<file path="src/hdl/fqra_pkg.sv">
`timescale 1ns / 1ps
`default_nettype none
// ----------------------------------------------------------------------------
// fqra_pkg
// Shared types and constants for the queue with remove-at-position.
// ----------------------------------------------------------------------------
package fqra_pkg;

	localparam int DEPTH_DEF = 16;
	localparam int DATA_W    = 32;
	localparam int POS_W     = 4;
	localparam int CNT_OUT_W = 5;

	typedef enum logic [1:0] {
		OP_ENQUEUE = 2'd0,
		OP_DEQUEUE = 2'd1,
		OP_REMOVE  = 2'd2,
		OP_QUERY   = 2'd3
	} op_t;

	typedef enum logic [1:0] {
		ERR_OK       = 2'd0,
		ERR_FULL     = 2'd1,
		ERR_EMPTY    = 2'd2,
		ERR_POSITION = 2'd3
	} err_t;

	// per-cell update command
	typedef enum logic [1:0] {
		CELL_HOLD  = 2'd0,
		CELL_LOAD  = 2'd1,
		CELL_SHIFT = 2'd2
	} cell_cmd_t;

endpackage
`default_nettype wire

</file>
<file path="src/hdl/fqra_cell.sv">
`timescale 1ns / 1ps
`default_nettype none
// ----------------------------------------------------------------------------
// fqra_cell
// One queue slot: holds, loads the enqueued value, or takes its right neighbor.
// ----------------------------------------------------------------------------
module fqra_cell
	import fqra_pkg::*;
(
	input  wire logic              clk,
	input  wire cell_cmd_t         cmd,
	input  wire logic [DATA_W-1:0] load_data,
	input  wire logic [DATA_W-1:0] next_data,
	output logic      [DATA_W-1:0] data
);

	logic [DATA_W-1:0] data_q;

	always_ff @(posedge clk) begin
		case (cmd)
			CELL_LOAD:  data_q <= load_data;
			CELL_SHIFT: data_q <= next_data;
			default:    data_q <= data_q;
		endcase
	end

	assign data = data_q;

endmodule
`default_nettype wire

</file>
<file path="src/hdl/fifo_queue_with_remove_at_unit.sv">
`timescale 1ns / 1ps
`default_nettype none
// ----------------------------------------------------------------------------
// fifo_queue_with_remove_at_unit
// Bounded FIFO of signed 32-bit values with dequeue and remove-at-position.
// ----------------------------------------------------------------------------
// Result: the result strobe (done) is registered and rises in the cycle after start is taken.
// Throughput: one command per cycle; busy stays low, every cell of the row
//   updates in the same cycle the command is taken.
// Reset: arst_n clears the count and the result strobe; slot contents are
//   not reset and are only read below the count.
// The receiver cannot stall: each result is shown for exactly one cycle.
// ----------------------------------------------------------------------------
module fifo_queue_with_remove_at_unit
	import fqra_pkg::*;
#(
	parameter int DEPTH = DEPTH_DEF
) (
	input  wire logic                    clk,
	input  wire logic                    arst_n,
	input  wire logic                    start,
	output logic                         busy,
	input  wire logic [1:0]              operation,
	input  wire logic signed [DATA_W-1:0] value,
	input  wire logic [POS_W-1:0]        position,
	output logic                         done,
	output logic signed [DATA_W-1:0]     head_value,
	output logic [CNT_OUT_W-1:0]         count,
	output logic                         is_empty,
	output logic [1:0]                   error_code
);

	// Count must reach DEPTH itself; compare width covers both count and position.
	localparam int CW   = $clog2(DEPTH + 1);
	localparam int CMPW = (CW > POS_W) ? CW : POS_W;

	logic [CW-1:0] count_q;
	logic          done_q;
	err_t          err_s1;

	logic          xfer;
	op_t           op;
	logic          do_load;    // enqueue that fits
	logic          do_remove;  // dequeue or remove that hits a held entry
	logic [CMPW-1:0] rm_idx;   // slot whose entry leaves the row
	err_t          err_d;

	// Every command is taken at once; the row updates as the command is taken.
	assign busy = 1'b0;
	assign xfer = start & ~busy;
	assign op   = op_t'(operation);

	// Decode: which cells move and what error is reported.
	always_comb begin
		do_load   = 1'b0;
		do_remove = 1'b0;
		rm_idx    = '0;
		err_d     = ERR_OK;
		case (op)
			OP_ENQUEUE: begin
				if (count_q == CW'(DEPTH)) err_d = ERR_FULL;
				else                       do_load = 1'b1;
			end
			OP_DEQUEUE: begin
				if (count_q == '0) err_d = ERR_EMPTY;
				else               do_remove = 1'b1;
			end
			OP_REMOVE: begin
				rm_idx = CMPW'(position);
				if (CMPW'(position) >= CMPW'(count_q)) err_d = ERR_POSITION;
				else                                   do_remove = 1'b1;
			end
			default: begin
				// query leaves the queue as it is
			end
		endcase
	end

	// Row of cells, head in cell 0. A removal shifts every cell at or past the
	// gap one place toward the head; cells past the count take stale data,
	// which is never read.
	logic [DATA_W-1:0] cell_data [DEPTH];

	for (genvar i = 0; i < DEPTH; i++) begin : g_cell
		cell_cmd_t         cmd;
		logic [DATA_W-1:0] nbr;

		if (i == DEPTH - 1) begin : g_last
			assign nbr = '0;
		end else begin : g_mid
			assign nbr = cell_data[i+1];
		end

		always_comb begin
			cmd = CELL_HOLD;
			if (xfer && do_load && (count_q == CW'(i)))
				cmd = CELL_LOAD;
			else if (xfer && do_remove && (CMPW'(i) >= rm_idx))
				cmd = CELL_SHIFT;
		end

		fqra_cell u_cell (
			.clk       (clk),
			.cmd       (cmd),
			.load_data (value),
			.next_data (nbr),
			.data      (cell_data[i])
		);
	end

	// Count and result strobe.
	always_ff @(posedge clk or negedge arst_n) begin
		if (!arst_n) begin
			count_q <= '0;
			done_q  <= 1'b0;
		end else begin
			done_q <= xfer;
			if (xfer && do_load)
				count_q <= count_q + 1'b1;
			else if (xfer && do_remove)
				count_q <= count_q - 1'b1;
		end
	end

	always_ff @(posedge clk) begin
		if (xfer) err_s1 <= err_d;
	end

	// Result transfer: the row already holds the post-command state.
	assign done       = done_q;
	assign is_empty   = (count_q == '0);
	assign head_value = is_empty ? '0 : cell_data[0];
	assign count      = CNT_OUT_W'(count_q);
	assign error_code = err_s1;

endmodule
`default_nettype wire

</file>
<file path="config.mk">
export PLATFORM = sky130hd
export DESIGN_NAME = fifo_queue_with_remove_at_unit
export DESIGN_NICKNAME = d
export VERILOG_FILES = /design/src/hdl/fqra_pkg.sv /design/src/hdl/fqra_cell.sv /design/src/hdl/fifo_queue_with_remove_at_unit.sv
export SDC_FILE = /design/constraint.sdc
export NUM_CORES = 1
export LEC_CHECK = 0
export ABC_AREA = 1
export BUFFER_PORTS_ARGS = -buffer_cell sky130_fd_sc_hd__buf_2
export CORE_ASPECT_RATIO = 1.1
export CORE_MARGIN = 4
export CORE_UTILIZATION = 50
export DETAILED_ROUTE_END_ITERATION = 6
export GPL_ROUTABILITY_DRIVEN = 0
export PLACE_DENSITY = 0.66
export SYNTH_ARGS = -nofsm -noshare
export SYNTH_HDL_FRONTEND = slang
export SYNTH_SLANG_ARGS = --single-unit
export TNS_END_PERCENT = 10
</file>
<file path="constraint.sdc">
create_clock -name clk -period 11.12 [get_ports clk]
set_input_delay 1.112 -clock clk [delete_from_list [all_inputs] [get_ports clk]]
set_output_delay 1.112 -clock clk [all_outputs]
set_load 0.02 [all_outputs]
</file>
Yosys cells after proc, flatten, opt, wreduce, memory -nomap -nowiden
Index checks and enable logic that the tools add are counted.

storage, ports and cells
  register bits = 520
  latch bits = 0
  RAM bits = 0
  memory bits (read-only) = 0
  bits of input ports = 41
  output and inout port bits = 42
  word-level logic and storage cells = 202
  memories kept = 0

operators by class
  $add $sub $neg = 2
  multipliers = 0
  divide/modulo/power cells = 0
  order comparisons = 17
  eq/ne operators = 50
  shifts and indexed selects = 0
  muxes and demuxes = 61
  bitwise logic cells = 0
  reductions and logical operators = 53

operators with widths
  operator                                             number
  one-hot mux 32 bit (2 select lines)                  16
  2-to-1 mux 2 bit                                     34
  == test 5 x 4 -> 1 bit (second input constant)       8
  >= comparator 4 x 5 -> 1 bit (first input constant)  8
  == test 2 x 1 -> 1 bit (second input constant)       17
  == test 2 bit (second input constant)                17
  logical AND 1 bit                                    34
  nonzero test 2 bit                                   17
  2-to-1 mux 32 bit                                    1
  == test 5 x 3 -> 1 bit (second input constant)       4
  >= comparator 3 x 5 -> 1 bit (first input constant)  4
  == test 5 x 2 -> 1 bit (second input constant)       2
  >= comparator 1 x 5 -> 1 bit (first input constant)  2
  >= comparator 2 x 5 -> 1 bit (first input constant)  2
  2-to-1 mux 5 bit                                     2
  one-hot mux 2 bit (3 select lines)                   1
  adder 5 x 1 -> 5 bit (second input constant)         1
  == test 5 x 1 -> 1 bit (second input constant)       1
  == test 5 bit (second input constant)                1
  >= comparator 4 x 5 -> 1 bit                         1
  logical NOT 5 bit                                    1
  2-to-1 mux 1 bit                                     5
  subtractor 5 x 1 -> 5 bit (second input constant)    1
  2-to-1 mux 4 bit                                     1
  2 further kinds                                      2

Depth between registers and ports, before layout
  depth after elaboration = 9
  gate-level depth with buffers = 14
  depth with buffers taken out = 12

By module
From an unflattened synthesis, not the netlist that was laid out.

second synthesis, totals
  cell total of the unflattened synthesis = 2,463
  area total of the unflattened synthesis = 24,922.7 um^2

by module, submodules not included
  module                          instances  cells an instance  area each (um^2)  sequential area each (um^2)
  fqra_cell                       16         139                1,472.7           960.9
  fifo_queue_with_remove_at_unit  1          239                1,360.1           210.2

Least setup slack after synthesis
OpenSTA, ideal clock, no wires.

  kind = input to register
  start point = input position[0]
  end point = register g_cell[11].u_cell.data_q[0] (enable)
  library setup time = 466 ps
  data arrival time = 4,665 ps
  data required time = 10,654 ps
  path slack = 5,990 ps
  stages = 11
  cell sequence = clkbuf_1 > inv_1 > ha_1 > inv_1 > nand2_1 > nand3_1 > nand4_1 > nand2_1 > buf_2 > nand2_1 > o21ai_0

between the ends
  longest elaborated chain between the ends = 9

ends and longest elaborated chain
  element                                                  line                                  RTL
  start: declaration                                       fifo_queue_with_remove_at_unit.sv:25  input wire logic [POS_W-1:0] position,
  >= comparator 4 x 5 -> 1 bit                             fifo_queue_with_remove_at_unit.sv:70  if (CMPW'(position) >= CMPW'(count_q)) err_d = ERR_POSITION;
  2-to-1 mux 1 bit                                         fifo_queue_with_remove_at_unit.sv:70
  one-hot mux 1 bit (2 select lines)                       fifo_queue_with_remove_at_unit.sv:59  case (op)
  logical AND 1 bit                                        fifo_queue_with_remove_at_unit.sv:98  else if (xfer && do_remove && (CMPW'(i) >= rm_idx))
  logical AND 1 bit (*)                                    fifo_queue_with_remove_at_unit.sv:98
  2-to-1 mux 2 bit (*)                                     fifo_queue_with_remove_at_unit.sv:98
  2-to-1 mux 2 bit (*)                                     fifo_queue_with_remove_at_unit.sv:96  if (xfer && do_load && (count_q == CW'(i)))
  == test 2 x 1 -> 1 bit or == test 2 bit (tied branches)  fqra_cell.sv:20                       case (cmd)
  nonzero test 2 bit (no source line) (*)                  -
  end signal: assignment                                   fqra_cell.sv:21                       CELL_LOAD: data_q <= load_data;
  end signal: assignment                                   fqra_cell.sv:22                       CELL_SHIFT: data_q <= next_data;
  end signal: assignment                                   fqra_cell.sv:23                       default: data_q <= data_q;
  end: declaration                                         fqra_cell.sv:17                       logic [DATA_W-1:0] data_q;

Mark *: on every way between the ends. The rest lies on a longest branch, timed or not.
A chain may end at the register's enable or synchronous reset.

Worst setup path in the final report
  start point = input position[0]
  end point = register g_cell[2].u_cell.data_q[14] (enable)

between the ends
  longest elaborated chain between the ends = 9

ends and longest elaborated chain
  element                                                  line
  >= comparator 4 x 5 -> 1 bit                             fifo_queue_with_remove_at_unit.sv:70
  2-to-1 mux 1 bit                                         fifo_queue_with_remove_at_unit.sv:70
  one-hot mux 1 bit (2 select lines)                       fifo_queue_with_remove_at_unit.sv:59
  logical AND 1 bit                                        fifo_queue_with_remove_at_unit.sv:98
  logical AND 1 bit (*)                                    fifo_queue_with_remove_at_unit.sv:98
  2-to-1 mux 2 bit (*)                                     fifo_queue_with_remove_at_unit.sv:98
  2-to-1 mux 2 bit (*)                                     fifo_queue_with_remove_at_unit.sv:96
  == test 2 x 1 -> 1 bit or == test 2 bit (tied branches)  fqra_cell.sv:20
  nonzero test 2 bit (no source line) (*)                  -
  end signal: assignment                                   fqra_cell.sv:21
  end signal: assignment                                   fqra_cell.sv:22
  end signal: assignment                                   fqra_cell.sv:23
  end: declaration                                         fqra_cell.sv:17

Marked as above.

==> metrics.txt <==
Netlist cell types 25; min Tclk post-route 4.40 ns; Hold Crit Class in2async; RSZ-0062 raised after global routing no; Gate power share 15.3%; Max-slew headroom 17.5%; die width 220 microns; CP Cell Sequence buf_2 > inv_1 > ha_1 > inv_1 > nand2_1 > nand3_1 > nand4_1 > a21oi_4 > buf_4 > nand2_1 > nand2_1; Worst path top cell family by delay simple AND/OR/NAND/NOR gates; Synthesized Nets 2592; Post-synth EDFFs 514; period utilization 39.5%; number of remaining DRC errors 0; DR iter-0 viols 1688; Layout Cells excl Fill 3163; HPWL after DPL 35000 microns; Primary FF master, synth edfxtp_1; via-per-instance ratio 5.68; Netlist Area Pre-Place 24700 sq um; placed insts 3063; Clock Skew 0.0153 ns; footprint of the multi-input gates 7750 sq um; CTS tree yes; Power per Cell Area 183 nW/um^2; Clk pin slew, worst setup/hold paths 0.06 ns; syn_area_per_cell 9.75 sq um; post_cts resized 0; Setup CP Type in2reg; top post-synthesis cells by area edfxtp_1 (62%), nand2_1 (16%), nand4_1 (13%); register area share after synthesis 63.0%; measured slew at the worst slew-check pin 1.24 ns; number of clock buffers inserted by TritonCTS 53; initial antenna violation count 1; share of cells above drive strength 1 9.40%; pins over their slew limit 0; Buf/Inv on CP 4; die area 53100 sq um; CP Data Required Time 11.33 ns; CP dominant cell by count nand2_1; clock root cell clkbuf_16; pin count of the biggest net entering global routing 193; GRT overflow 0; Max IR drop VDD 0.000135 V; final setup vio count 0; Initial Util 50.6%; Total Routing Usage GR 20.0%; post-synth top area share 62.4%; vias in the first global route 17276; synthesized flop and latch total 520; max incr delay on CP 0.90 ns; Setup TNS Final 0 ns; sequential share of power 48.9%; leakage power 11.3 nW; WL/cell 16.8 microns; Routed Antenna Nets 0; via count 17967; I/O pin cnt 83; global-route wire length before repair 87800 microns; clk sinks 520; switching share of power 27.0%; Post-Synthesis Cells 2537; nets@finish 2521; Max Fanout on Critical Path 97; FP Rows 85; synth cell count leaders nand2_1 (1055), edfxtp_1 (514), nand4_1 (498); critical path arrival 4.61 ns; Seq. cell area 15600 sq um; Clock Latency Late Sink 0.60 ns; Synth Warn # 0; Synth area leader edfxtp_1; fillcell total 4187; port bufs 81; most frequent cell after synthesis nand2_1; Area Overhead vs Synth 9.54%; Final Hold Viols 0; core box area 48900 sq um; Max-Cap Viols 0; ys async rst share 1.15%; # Post-CTS Setup Buffers 0; Net Switching 1.34 mW; Peak Freq 0.228 GHz; drt first pass iters 6; status completed; total wire length 53200 microns; Clk pwr share 35.8%; die height 241 microns; Hold Buf Count CTS 0; Setup crit start kind input port; Slowest cell on crit path nand2_1; H-tree depth 2; crit end category register; CTS Buffer Depth 3; internal power 3.63 mW
## kinds of logic (layout without fill, tap and decap cells)
family          count (synthesis)  after routing  share of synthesized area, %
compound gates                 19             19                         0.405
xor+xnor                        5              5                         0.177
fa+ha+maj                      14             14                         0.708
buf+inv                       357            330                          5.87
flops                         520            520                          63.0
other cells                     1              2                        0.0152
simple gates                 1621           1621                          29.8
## power groups by stage
stage	Clock (mW)	Combinational [mW]	Sequential [mW]
6_report	1.78	0.759	2.43
5_1_grt	1.89	0.862	2.45
4_1_cts	1.81	0.764	2.43
3_5_place_dp	0	0.762	2.47
3_3_place_gp	0	0.741	2.47
2_1_floorplan	0	0.560	2.47
## registers in the layout, summed over array words and instances, names as in the netlist
signal	flops
count	5
g_cell.u_cell.data	512
done	1
error_code	2
## placed cells by master, fill, tap and decap left out, drive strengths merged
cell type / n
nand2: 1055
edfxtp: 514
nand4: 499
buf: 140
inv: 88
clkbuf: 66
nor2: 45
clkinv: 29
nand3: 21
ha: 14
o21ai: 13
bufinv: 6
dfrtp: 6
a21oi: 5
xor2: 4
diode: 1
and3: 1
a31oi: 1
xnor2: 1
conb: 1
clkinvlp: 1
## final timing paths
check / from / endpoint / slack [ns] / depth (start not counted)
max in group asynchronous: arst_n / count[4]$_DFFE_PN0P_ / 10.65 / 1
setup / recovery: position[0] / g_cell[2].u_cell.data[14]$_DFFE_PP_ / 6.72 / 11
setup reg to reg: count[2]$_DFFE_PN0P_ / g_cell[2].u_cell.data[14]$_DFFE_PP_ / 6.79 / 10
hold / removal: arst_n / count[1]$_DFFE_PN0P_ / 0.34 / 1
hold reg to reg: g_cell[9].u_cell.data[31]$_DFFE_PP_ / g_cell[8].u_cell.data[31]$_DFFE_PP_ / 0.55 / 2
min in group clk: g_cell[9].u_cell.data[31]$_DFFE_PP_ / g_cell[8].u_cell.data[31]$_DFFE_PP_ / 0.55 / 2
## layout make-up
type / count / area share (%)
flip-flops and latches: 520 / 57.5
multi-input cells: 1660 / 28.6
clock buffers: 66 / 5.23
repair buffers: 140 / 3.22
well taps: 652 / 3.01
inverters: 91 / 1.26
clock inverters: 33 / 1.14
diodes: 1 / 0.00923
## routing by layer
metal	global-route usage, %	wire, microns
met2	35.6	27100
met3	3.12	3000
met5	0	0
met1	25.1	21900
met4	6.47	1270
## metrics by stage
stage	area, sq um	setup slack (ns)	hold slack [ns]	utilization (%)	power, mW
after floorplan	24700	5.99	0.531	-	3.04
after global placement	25400	6.17	0.533	51.9	3.21
after detailed placement	25400	6.11	0.541	51.9	3.24
after CTS	27100	6.75	0.306	55.4	5.01
after global routing	27100	6.40	0.328	55.4	5.20
final	27100	6.72	0.335	55.4	4.97
(Power assumes the default switching activity.)
